[src/hw/rtl/ssq_pkg.sv]
`default_nettype none

package ssq_pkg;

  // Field widths of the stream payloads.
  localparam int unsigned FUNC_W     = 2;
  localparam int unsigned TIME_W     = 32;
  localparam int unsigned PULSE_W    = 16;
  localparam int unsigned ANGLE_W    = 16;
  localparam int unsigned SERVO_W    = 4;
  localparam int unsigned END_W      = 2;
  localparam int unsigned DWELL_W    = 16;

  // Packed stream widths; the tdata widths are rounded up to whole bytes.
  localparam int unsigned IN_TDATA_W  = 72;
  localparam int unsigned IN_TUSER_W  = 2;
  localparam int unsigned OUT_TDATA_W = 72;
  localparam int unsigned OUT_TUSER_W = 4;

  // Configuration port.
  localparam int unsigned CFG_IDX_W  = 3;
  localparam int unsigned CFG_DATA_W = 16;

  localparam logic [CFG_IDX_W-1:0] CFG_SERVO_INDEX = 3'd0;
  localparam logic [CFG_IDX_W-1:0] CFG_START_PULSE = 3'd1;
  localparam logic [CFG_IDX_W-1:0] CFG_END_PULSE   = 3'd2;
  localparam logic [CFG_IDX_W-1:0] CFG_PULSE_STEP  = 3'd3;
  localparam logic [CFG_IDX_W-1:0] CFG_DWELL_TIME  = 3'd4;
  localparam logic [CFG_IDX_W-1:0] CFG_TILT_LIMIT  = 3'd5;

  // Register reset values and the defaults that replace zero settings.
  localparam logic [PULSE_W-1:0] RST_START_PULSE = 16'd1500;
  localparam logic [PULSE_W-1:0] RST_END_PULSE   = 16'd1500;
  localparam logic [PULSE_W-1:0] DEF_STEP        = 16'd10;
  localparam logic [DWELL_W-1:0] DEF_DWELL       = 16'd300;
  localparam logic [ANGLE_W-1:0] DEF_LIMIT       = 16'd2048;

  typedef enum logic [FUNC_W-1:0] {
    FUNC_START = 2'd0,
    FUNC_STOP  = 2'd1,
    FUNC_TICK  = 2'd2
  } ssq_func_t;

  typedef enum logic [END_W-1:0] {
    END_NONE = 2'd0,
    END_TILT = 2'd1,
    END_DONE = 2'd2
  } ssq_end_t;

  // Resolved settings, with zero and non-positive values already defaulted.
  typedef struct packed {
    logic [SERVO_W-1:0] servo_index;
    logic [PULSE_W-1:0] start_pulse;
    logic [PULSE_W-1:0] end_pulse;
    logic [PULSE_W-1:0] step;
    logic [DWELL_W-1:0] dwell;
    logic [ANGLE_W-1:0] limit;
  } ssq_cfg_t;

  typedef struct packed {
    logic [FUNC_W-1:0]         func;
    logic [TIME_W-1:0]         now_ms;
    logic                      imu_ok;
    logic signed [ANGLE_W-1:0] pitch;
    logic signed [ANGLE_W-1:0] roll;
  } ssq_item_t;

  typedef struct packed {
    logic                      point_valid;
    logic [PULSE_W-1:0]        point_pulse;
    logic signed [ANGLE_W-1:0] report_pitch;
    logic signed [ANGLE_W-1:0] report_roll;
    logic [END_W-1:0]          end_code;
    logic                      go_standing;
    logic                      drive_valid;
    logic [SERVO_W-1:0]        drive_servo;
    logic [PULSE_W-1:0]        drive_pulse;
    logic                      running;
  } ssq_result_t;

endpackage

`default_nettype wire

[src/hw/rtl/servo_sweep_sequencer.sv]
`default_nettype none

// Servo sweep sequencer. Each transfer on the input stream carries one command
// (start, stop or a time tick with a tilt reading) and produces exactly one
// transfer on the output stream, in order. A command is taken into an input
// register, the sweep logic evaluates it against the stored sweep state, and
// the result lands in an output register. The block accepts one command per
// cycle while the output side takes its results; that rate is set by the update
// of the sweep state (current pulse, step time and the run flag), which each
// command reads and writes. The user must write settings through the cfg port
// only while no command is in flight; the block itself does not enforce this.
// Settings are used as they stand for every command.
module servo_sweep_sequencer #(
  parameter int unsigned SERVO_COUNT = 8
) (
  input  wire                                  clk,
  input  wire                                  rst_n,
  // Configuration writes.
  input  wire                                  cfg_wr_en,
  input  wire  [ssq_pkg::CFG_IDX_W-1:0]        cfg_index,
  input  wire  [ssq_pkg::CFG_DATA_W-1:0]       cfg_wdata,
  // Command stream.
  input  wire                                  in_tvalid,
  output logic                                 in_tready,
  // tdata from bit 0: now_ms[31:0], imu_ok[32], pitch[48:33], roll[64:49], zero pad.
  input  wire  [ssq_pkg::IN_TDATA_W-1:0]       in_tdata,
  // tuser from bit 0: func[1:0].
  input  wire  [ssq_pkg::IN_TUSER_W-1:0]       in_tuser,
  // Result stream.
  output logic                                 out_tvalid,
  input  wire                                  out_tready,
  // tdata from bit 0: point_pulse[15:0], report_pitch[31:16], report_roll[47:32],
  // go_standing[48], drive_servo[52:49], drive_pulse[68:53], running[69], zero pad.
  output logic [ssq_pkg::OUT_TDATA_W-1:0]      out_tdata,
  // tuser from bit 0: point_valid[0], end_code[2:1], drive_valid[3].
  output logic [ssq_pkg::OUT_TUSER_W-1:0]      out_tuser
);
  import ssq_pkg::*;

  ssq_cfg_t    cfg;
  ssq_item_t   item_r;
  logic        item_valid_r, item_valid_nxt;
  logic        item_adv;
  logic        in_xfer;
  ssq_result_t result;
  ssq_result_t result_r;
  logic        out_valid_r, out_valid_nxt;

  ssq_cfg_regs u_cfg (
    .clk       (clk),
    .rst_n     (rst_n),
    .cfg_wr_en (cfg_wr_en),
    .cfg_index (cfg_index),
    .cfg_wdata (cfg_wdata),
    .cfg       (cfg)
  );

  ssq_core #(
    .SERVO_COUNT (SERVO_COUNT)
  ) u_core (
    .clk      (clk),
    .rst_n    (rst_n),
    .cfg      (cfg),
    .item_adv (item_adv),
    .item     (item_r),
    .result   (result)
  );

  // Handshake: the input register refills whenever its item moves on.
  assign item_adv  = item_valid_r && (!out_valid_r || out_tready);
  assign in_tready = !item_valid_r || item_adv;
  assign in_xfer   = in_tvalid && in_tready;

  always_comb begin
    item_valid_nxt = item_valid_r;
    if (in_xfer) begin
      item_valid_nxt = 1'b1;
    end else if (item_adv) begin
      item_valid_nxt = 1'b0;
    end

    out_valid_nxt = out_valid_r;
    if (item_adv) begin
      out_valid_nxt = 1'b1;
    end else if (out_tready) begin
      out_valid_nxt = 1'b0;
    end
  end

  // Valid flags.
  always_ff @(posedge clk) begin
    if (!rst_n) begin
      item_valid_r <= 1'b0;
      out_valid_r  <= 1'b0;
    end else begin
      item_valid_r <= item_valid_nxt;
      out_valid_r  <= out_valid_nxt;
    end
  end

  // Payload registers.
  always_ff @(posedge clk) begin
    if (in_xfer) begin
      item_r.func   <= in_tuser[FUNC_W-1:0];
      item_r.now_ms <= in_tdata[31:0];
      item_r.imu_ok <= in_tdata[32];
      item_r.pitch  <= in_tdata[48:33];
      item_r.roll   <= in_tdata[64:49];
    end
    if (item_adv) begin
      result_r <= result;
    end
  end

  // Output packing.
  assign out_tvalid = out_valid_r;
  assign out_tdata  = {2'b00,
                       result_r.running,
                       result_r.drive_pulse,
                       result_r.drive_servo,
                       result_r.go_standing,
                       result_r.report_roll,
                       result_r.report_pitch,
                       result_r.point_pulse};
  assign out_tuser  = {result_r.drive_valid, result_r.end_code, result_r.point_valid};

endmodule

`default_nettype wire

[src/hw/rtl/ssq_cfg_regs.sv]
`default_nettype none

module ssq_cfg_regs (
  input  wire                                 clk,
  input  wire                                 rst_n,
  input  wire                                 cfg_wr_en,
  input  wire  [ssq_pkg::CFG_IDX_W-1:0]       cfg_index,
  input  wire  [ssq_pkg::CFG_DATA_W-1:0]      cfg_wdata,
  output ssq_pkg::ssq_cfg_t                   cfg
);
  import ssq_pkg::*;

  logic [SERVO_W-1:0] servo_index_r;
  logic [PULSE_W-1:0] start_pulse_r;
  logic [PULSE_W-1:0] end_pulse_r;
  logic [PULSE_W-1:0] pulse_step_r;
  logic [DWELL_W-1:0] dwell_time_r;
  logic [ANGLE_W-1:0] tilt_limit_r;

  // Register writes; indexes beyond the list are dropped.
  always_ff @(posedge clk) begin
    if (!rst_n) begin
      servo_index_r <= '0;
      start_pulse_r <= RST_START_PULSE;
      end_pulse_r   <= RST_END_PULSE;
      pulse_step_r  <= DEF_STEP;
      dwell_time_r  <= DEF_DWELL;
      tilt_limit_r  <= DEF_LIMIT;
    end else if (cfg_wr_en) begin
      case (cfg_index)
        CFG_SERVO_INDEX: servo_index_r <= cfg_wdata[SERVO_W-1:0];
        CFG_START_PULSE: start_pulse_r <= cfg_wdata[PULSE_W-1:0];
        CFG_END_PULSE:   end_pulse_r   <= cfg_wdata[PULSE_W-1:0];
        CFG_PULSE_STEP:  pulse_step_r  <= cfg_wdata[PULSE_W-1:0];
        CFG_DWELL_TIME:  dwell_time_r  <= cfg_wdata[DWELL_W-1:0];
        CFG_TILT_LIMIT:  tilt_limit_r  <= cfg_wdata[ANGLE_W-1:0];
        default: ;
      endcase
    end
  end

  // Zero step, zero dwell and a non-positive limit fall back to defaults.
  always_comb begin
    cfg.servo_index = servo_index_r;
    cfg.start_pulse = start_pulse_r;
    cfg.end_pulse   = end_pulse_r;
    cfg.step        = (pulse_step_r == '0) ? DEF_STEP : pulse_step_r;
    cfg.dwell       = (dwell_time_r == '0) ? DEF_DWELL : dwell_time_r;
    cfg.limit       = (tilt_limit_r[ANGLE_W-1] || tilt_limit_r == '0) ?
                      DEF_LIMIT : tilt_limit_r;
  end

endmodule

`default_nettype wire

[src/hw/rtl/ssq_core.sv]
`default_nettype none

module ssq_core #(
  parameter int unsigned SERVO_COUNT = 8
) (
  input  wire                   clk,
  input  wire                   rst_n,
  input  wire ssq_pkg::ssq_cfg_t  cfg,
  input  wire                   item_adv,
  input  wire ssq_pkg::ssq_item_t item,
  output ssq_pkg::ssq_result_t  result
);
  import ssq_pkg::*;

  logic               sweep_on_r,   sweep_on_nxt;
  logic [PULSE_W-1:0] step_pulse_r, step_pulse_nxt;
  logic [TIME_W-1:0]  step_time_r,  step_time_nxt;

  logic               servo_ok;
  logic [TIME_W-1:0]  elapsed;
  logic               dwell_done;
  logic [ANGLE_W:0]   pitch_mag;
  logic [ANGLE_W:0]   roll_mag;
  logic               tilt_over;
  logic               sweep_up;
  logic [PULSE_W:0]   pulse_sum;
  logic [PULSE_W-1:0] pulse_next;
  logic               pass_end;

  assign servo_ok   = {1'b0, cfg.servo_index} < (SERVO_W+1)'(SERVO_COUNT);
  assign elapsed    = item.now_ms - step_time_r;
  assign dwell_done = elapsed >= {{(TIME_W-DWELL_W){1'b0}}, cfg.dwell};

  // Tilt magnitudes keep one extra bit so the most negative reading fits.
  assign pitch_mag = item.pitch[ANGLE_W-1] ?
                     ((ANGLE_W+1)'(0) - {item.pitch[ANGLE_W-1], item.pitch}) :
                     {1'b0, item.pitch};
  assign roll_mag  = item.roll[ANGLE_W-1] ?
                     ((ANGLE_W+1)'(0) - {item.roll[ANGLE_W-1], item.roll}) :
                     {1'b0, item.roll};
  assign tilt_over = (pitch_mag > {1'b0, cfg.limit}) || (roll_mag > {1'b0, cfg.limit});

  // Next sweep point, wrapping at 16 bits, and the end-of-sweep test.
  assign sweep_up   = cfg.start_pulse <= cfg.end_pulse;
  assign pulse_sum  = sweep_up ? ({1'b0, step_pulse_r} + {1'b0, cfg.step}) :
                                 ({1'b0, step_pulse_r} - {1'b0, cfg.step});
  assign pulse_next = pulse_sum[PULSE_W-1:0];
  assign pass_end   = sweep_up ? (pulse_next > cfg.end_pulse) :
                                 (pulse_next < cfg.end_pulse);

  // Result and state update for the item in the input register.
  always_comb begin
    sweep_on_nxt   = sweep_on_r;
    step_pulse_nxt = step_pulse_r;
    step_time_nxt  = step_time_r;
    result         = '0;

    case (item.func)
      FUNC_START: begin
        if (servo_ok) begin
          result.go_standing = 1'b1;
          result.drive_valid = 1'b1;
          result.drive_servo = cfg.servo_index;
          result.drive_pulse = cfg.start_pulse;
          step_pulse_nxt     = cfg.start_pulse;
          step_time_nxt      = item.now_ms;
          sweep_on_nxt       = 1'b1;
        end
      end
      FUNC_STOP: begin
        if (sweep_on_r) begin
          result.go_standing = 1'b1;
          sweep_on_nxt       = 1'b0;
        end
      end
      FUNC_TICK: begin
        if (sweep_on_r && dwell_done) begin
          if (item.imu_ok) begin
            result.report_pitch = item.pitch;
            result.report_roll  = item.roll;
          end
          if (item.imu_ok && tilt_over) begin
            result.end_code    = END_TILT;
            result.go_standing = 1'b1;
            sweep_on_nxt       = 1'b0;
          end else begin
            result.point_valid = item.imu_ok;
            result.point_pulse = item.imu_ok ? step_pulse_r : '0;
            step_pulse_nxt     = pulse_next;
            if (pass_end) begin
              result.end_code    = END_DONE;
              result.go_standing = 1'b1;
              sweep_on_nxt       = 1'b0;
            end else begin
              result.drive_valid = 1'b1;
              result.drive_servo = cfg.servo_index;
              result.drive_pulse = pulse_next;
              step_time_nxt      = item.now_ms;
            end
          end
        end
      end
      default: ;
    endcase

    result.running = sweep_on_nxt;
  end

  // Sweep state advances once for each item that moves to the result register.
  always_ff @(posedge clk) begin
    if (!rst_n) begin
      sweep_on_r   <= 1'b0;
      step_pulse_r <= '0;
      step_time_r  <= '0;
    end else if (item_adv) begin
      sweep_on_r   <= sweep_on_nxt;
      step_pulse_r <= step_pulse_nxt;
      step_time_r  <= step_time_nxt;
    end
  end

endmodule

`default_nettype wire

[config.mk]
export PLATFORM = sky130hd
export DESIGN_NAME = servo_sweep_sequencer
export DESIGN_NICKNAME = d
export VERILOG_FILES = /design/src/hw/rtl/ssq_pkg.sv /design/src/hw/rtl/servo_sweep_sequencer.sv /design/src/hw/rtl/ssq_cfg_regs.sv /design/src/hw/rtl/ssq_core.sv
export SDC_FILE = /design/constraint.sdc
export NUM_CORES = 1
export LEC_CHECK = 0
export ABC_AREA = 1
export BUFFER_PORTS_ARGS = -buffer_cell sky130_fd_sc_hd__buf_2
export CORE_MARGIN = 2
export CORE_UTILIZATION = 60
export CTS_CLUSTER_DIAMETER = 30
export DETAILED_ROUTE_END_ITERATION = 6
export MAX_ROUTING_LAYER = met4
export PLACE_DENSITY = 0.81
export SETUP_SLACK_MARGIN = 0.05
export SLEW_MARGIN = 30
export SYNTH_ARGS = -nofsm -noshare
export SYNTH_HDL_FRONTEND = slang
export SYNTH_SLANG_ARGS = --single-unit
[constraint.sdc]
create_clock -name clk -period 10.4 [get_ports clk]
set_clock_uncertainty 0.1 [all_clocks]
set_input_delay 1.04 -clock clk [delete_from_list [all_inputs] [get_ports clk]]
set_output_delay 1.04 -clock clk [all_outputs]
set_load 0.02 [all_outputs]
# After elaboration in Yosys (flattened, before gate mapping)
# Cells that the tools add are included.
# op_classes
n_addsub	5
reduce_logical	30
n_lt_le_gt_ge	7
n_bitwise	3
mux	34
eq_ne	11
# op_table
cell	n
32-bit 2-to-1 mux	4
16-bit 2-to-1 mux	7
32-bit case mux with 2 select lines	1
16-bit logical NOT	3
22-bit 2-to-1 mux	2
21-bit 2-to-1 mux	2
21-bit case mux with 2 select lines	1
17-bit by 16-bit greater-than comparator with 1-bit output	2
17-bit 2-to-1 mux	2
1-bit by 16-bit subtractor with 17-bit output, first input constant	2
32-bit by 16-bit greater-or-equal comparator with 1-bit output	1
16-bit case mux with 2 select lines	1
32-bit subtractor	1
16-bit adder	1
16-bit greater-than comparator	1
16-bit less-or-equal comparator	1
16-bit < comparator	1
16-bit subtractor	1
2-bit AND reduction	7
1-bit 2-to-1 mux	10
3-bit by 2-bit == test with 1-bit output, second input constant	2
3-bit == test, second input constant	2
1-bit case mux with 3 select lines	2
6-bit AND reduction	1
other kinds (19)	32
# totals
input_bits	98
elab_cells	117
regBits	276

# Longest topological paths before layout
# logic_depth
depth_word	10
mapped_depth	41

# Hierarchy
# Synthesis repeated with hierarchy kept, for this count alone.
# hier_totals
cells_unflattened	2290
hier_area_um2	16978.8
# by_module_without_submodules
module	area_each_um2	cells_each	seq_area_each_um2	n_inst
ssq_core	9233.9	1639	980.9	1
servo_sweep_sequencer	4347.9	157	4274.1	1
ssq_cfg_regs	3397.0	494	1681.6	1

# Least setup slack after synthesis
# OpenSTA, ideal clock, no wires.
# synth_path
path_type	register to register
startpoint	register u_cfg.end_pulse_r[1]
endpoint	register u_core.step_time_r[24]
required_ps	10190
slack_ps	5282
setup_time_ps	110
path_buffers	2
arrival_time_ps	4908
path_stages_with_launch	39
cell_sequence	dfxtp_1 > inv_1 > ha_1 > inv_1 > nor2_1 > o21ai_0 > a21oi_1 > o21ai_0 > nand2_1 > nand2_1 > clkbuf_1 > nand2_1 > o21ai_0 > inv_1 > fa_1 > nand3b_1 > nand2_1 > nand2_1 > (+3 left out) > nand2_1 > nand2_1 > inv_1 > o21ai_0 > nand2_1 > nand2_1 > inv_1 > ha_1 > nand3_1 > nor3_1 > o21ai_0 > nand3_1 > nor2_1 > o21ai_1 > clkbuf_1 > nand4_1 > nand2_1 > nor2_1
# synth_via
elab_chain_cells	6
word_cells_on_any_way	7
cone_classes	order compare (3); eq/ne (1); mux (2); reduce/logical (1)
# synth_lines
item	line_no	rtl
from (decl)	ssq_cfg_regs.sv:15	logic [PULSE_W-1:0] end_pulse_r;
from (signal assigned)	ssq_cfg_regs.sv:33	CFG_END_PULSE: end_pulse_r <= cfg_wdata[PULSE_W-1:0];
16-bit less-or-equal comparator	ssq_core.sv:44	assign sweep_up = cfg.start_pulse <= cfg.end_pulse;
16-bit 2-to-1 mux	ssq_core.sv:45	assign pulse_sum = sweep_up ? ({1'b0, step_pulse_r} + {1'b0, cfg.step}) :
16-bit < comparator / 16-bit greater-than comparator (equally long branches)	ssq_core.sv:49, ssq_core.sv:48	
1-bit 2-to-1 mux (*)	ssq_core.sv:48	assign pass_end = sweep_up ? (pulse_next > cfg.end_pulse) :
2-bit inequality test (no line) (*)	n/a	
6-bit AND reduction (no line) (*)	n/a	
to (signal assigned)	ssq_core.sv:118	step_time_r <= step_time_nxt;
to (decl)	ssq_core.sv:17	logic [TIME_W-1:0] step_time_r, step_time_nxt;
# Mark *: on every way between the ends. The rest lies on a longest branch, timed or not.
# A chain may end at the register's enable or synchronous reset.

==> results.py <==
metrics = {
    "run_status": {
        "status": "completed",
    },
    "finish": {
        "synthToLayoutAreaGrowth_pct": 17.3,
        "filler_cell_count": 2201,
        "finish.net_count": 2633,
        "final_layout_size_suffix_gt1_share_pct": 12.4,
        "antennaDiodeCount": 0,
    },
    "power_and_ir_drop": {
        "cellPowerDensity_nw_per_um2": 189,
        "vdd.ir_drop.worst_v": 0.000193,
        "p_leak_nw": 9.79,
    },
    "detailed_routing": {
        "met1_length_mm": 18.0,
        "avgViaCountPerCell": 5.25,
        "drc_viols": 0,
        "ant_nets": 0,
        "routed-wl-met2_mm": 20.6,
        "1st_iter_drt_viols": 1247,
        "wl_met3_mm": 2.46,
        "avgRoutedWirePerCell_um": 15.0,
        "detailedRoute.firstPassIterationCount": 6,
        "top_layer": "met4",
        "drt-total-wl_mm": 42.3,
        "dr_total_vias": 14800,
    },
    "setup_path": {
        "path_common_cell": "sky130_fd_sc_hd__nand2_1",
        "critical_path_required_ps": 10600,
        "critical_path_peak_fanout": 13,
        "critical-path-slowest-cell": "sky130_fd_sc_hd__dfxtp_1",
        "end_kind": "register",
        "critPathMaxStageDelay_ps": 470,
        "critical_path.startpoint_type": "register",
        "critPathArrivalTime_ps": 7160,
        "setup.worst_path.class": "register to register",
    },
    "global_route": {
        "grt_pass1_vias": 14000,
        "grt.total_usage_pct": 30.1,
        "wire_length_of_the_first_global_routing_pass_mm": 68.6,
        "grt_antenna_before_repair": 0,
        "grt_max_degree": 117,
        "overflow": 0,
    },
    "sta": {
        "least_margin_pin_slew_ps": 908,
        "worst_setup_margin_ps": 3440,
        "grt_setup_unrepaired": "no",
        "finalHoldViolCount": 0,
        "max-slew-margin-rel_pct": 39.4,
        "final_total_negative_setup_slack_ps": 0,
        "finalSetupViolations": 0,
        "number_of_max_slew_violations_in_the_final_report": 0,
        "fmax_mhz": 144,
        "min_period_over_period_pct": 67.0,
        "fin_crit_ps": 6960,
    },
    "synthesis": {
        "ys_top_cells_by_count": "sky130_fd_sc_hd__nand2_1, sky130_fd_sc_hd__inv_1, sky130_fd_sc_hd__nor2_1, sky130_fd_sc_hd__edfxtp_1, sky130_fd_sc_hd__dfxtp_1",
        "synthesis.instances": 2234,
        "synth.top_cell.area_share_pct": 25.3,
        "synth-edff-count": 141,
        "synth_most_common_cell": "sky130_fd_sc_hd__nand2_1",
        "netlist.top_cell.by_area": "sky130_fd_sc_hd__edfxtp_1",
        "ys.flop_type": "sky130_fd_sc_hd__edfxtp_1",
        "synth_area_leaders": "sky130_fd_sc_hd__edfxtp_1, sky130_fd_sc_hd__dfxtp_1, sky130_fd_sc_hd__nand2_1, sky130_fd_sc_hd__ha_1, sky130_fd_sc_hd__inv_1",
        "netlist_area_before_placement_um2": 16800,
        "yosys.cell_types.count": 47,
        "seq_area_frac_synth_pct": 41.4,
        "synth.avg_cell_area_um2": 7.50,
        "synth-seq-cells": 276,
        "postSynth.asyncResetShare_pct": 0,
        "ys_warn_count": 0,
    },
    "place": {
        "place_congestion": 0.939,
        "pre_cts_slack_ps": 3600,
        "port_buffers": 166,
        "detailedPlacementHpwl_mm": 31.2,
    },
    "floorplanning": {
        "ios": 176,
        "initial_core_utilization_pct": 60.6,
        "chip_height_um": 171,
        "die_area_um2": 29300,
        "floorplan.die.width_um": 171,
        "design.core.area_um2": 27600,
        "row_count": 61,
    },
    "cts": {
        "ctsHtreeMaxLevel": 2,
        "clk_root_buffer_cell": "sky130_fd_sc_hd__clkbuf_16",
        "clk_path_buf_depth": 3,
        "clock_latency_reported_for_the_late_side_of_the_worst_skew_pair_ps": 560,
        "cts.clk_slew.worst_paths_ps": 50,
        "cts_num_sinks": 276,
        "cts-hold-fix-buffers": 0,
        "tritoncts_clock_tree": "built",
        "cts-buffers-inserted": 51,
        "cts-resized-gates": 0,
        "cts_post_setup_buffers_inserted": 0,
    },
    "hold_path": {
        "worst_hold_path_type": "register to register",
    },
    "flow_run": {
        "drv_cap": 0,
    },
}
==> power breakdown <==
part	internal [mW]	switching [mW]	leakage (nW)	total (mW)
clock network	1.12	0.579	0.886	1.70
logic	0.263	0.517	6.41	0.780
registers	1.20	0.0272	2.49	1.23
total	2.58	1.12	9.79	3.71
==> cells by family (layout without fill, tap and decap cells) <==
kind of cell	count (synthesis)	after routing	share of synthesized area, %
simple gates	1015	1015	25.4
buf+inv	473	683	11.3
flops	276	276	41.4
compound gates	275	275	8.74
fa+ha+maj	131	131	9.87
xor+xnor	62	62	3.24
other cells	2	4	0.0448
==> per-layer routing <==
layer | up-vias | GRT usage, %
li1 | 7487 | -
met1 | 6764 | 37.1
met2 | 470 | 51.4
met3 | 98 | 4.26
met4 | 0 | 9.36
met5 | - | -
==> area by class of cell <==
class / count / area, um^2 / share of cell area, %
Sequential cell: 276 / 6940 / 35.3
Clock buffer: 61 / 1410 / 7.16
Tap cell: 378 / 473 / 2.41
Inverter: 413 / 1550 / 7.91
Multi-Input combinational cell: 1487 / 7960 / 40.5
Clock inverter: 34 / 402 / 2.04
Timing Repair Buffer: 175 / 925 / 4.71
==> worst paths after layout <==
check | startpoint | end | slack (ps) | cells past startpoint
max | u_cfg.start_pulse_r[1] | out_tdata[51] | 3440 | 38
min | u_cfg.servo_index_r[0] | u_cfg.servo_index_r[0] | 360 | 2
max reg2reg | u_cfg.start_pulse_r[1] | out_tdata[51] | 3440 | 38
min reg2reg | u_cfg.servo_index_r[0] | u_cfg.servo_index_r[0] | 360 | 2
==> layout by cell type, fill, tap and decap left out, drive strengths merged <==
master and count:
nand4 51, inv 413, a211oi 2, and2 4
nand3 85, nand3b 6, o22ai 4, xor2 53
or2 4, nor4 7, o31ai 1, ha 129
bufinv 6, nand2 528, buf 175, edfxtp 141
a21boi 1, nor2 304, xnor2 9, o31a 1
dfxtp 135, a21oi 117, a21o 1, o21bai 3
fa 2, a31oi 3, clkinvlp 2, o211ai 18
o21ai 122, a22oi 1, clkinv 26, nor3 26
a41oi 1, conb 4, clkbuf 61
==> registers in the layout, indices dropped and copies added (netlist names), 16 cells and up <==
signal               count
out_tdata               70
u_cfg.start_pulse_r     16
u_cfg.end_pulse_r       16
u_core.step_pulse_r     16
item_r                  67
u_cfg.pulse_step_r      16
u_cfg.tilt_limit_r      16
u_core.step_time_r      32
u_cfg.dwell_time_r      16
==> worst max-delay path: cells and delay by family (launching register included) <==
family                   cells  cell delay, ps
AND/OR/NAND/NOR             19            2830
AO/OA/AOI/OAI                8            1230
adder cells (fa/ha/maj)      3             930
buffers and inverters        7             840
flip-flops                   1             470
XOR/XNOR                     1             310
==> metrics by stage <==
step	hold WS, ps	power (mW)	utilization, %	cell area, um^2	std cells
2_1_floorplan	330	1.80	-	16800	2236
3_3_place_gp	342	1.98	64.5	17800	2728
6_report	356	3.71	71.1	19700	2824
4_1_cts	359	3.72	71.1	19600	2824
5_1_grt	377	3.88	71.1	19700	2824
3_5_place_dp	352	2.01	64.6	17800	2729
No activity file was read; power rests on OpenSTA's default activity.
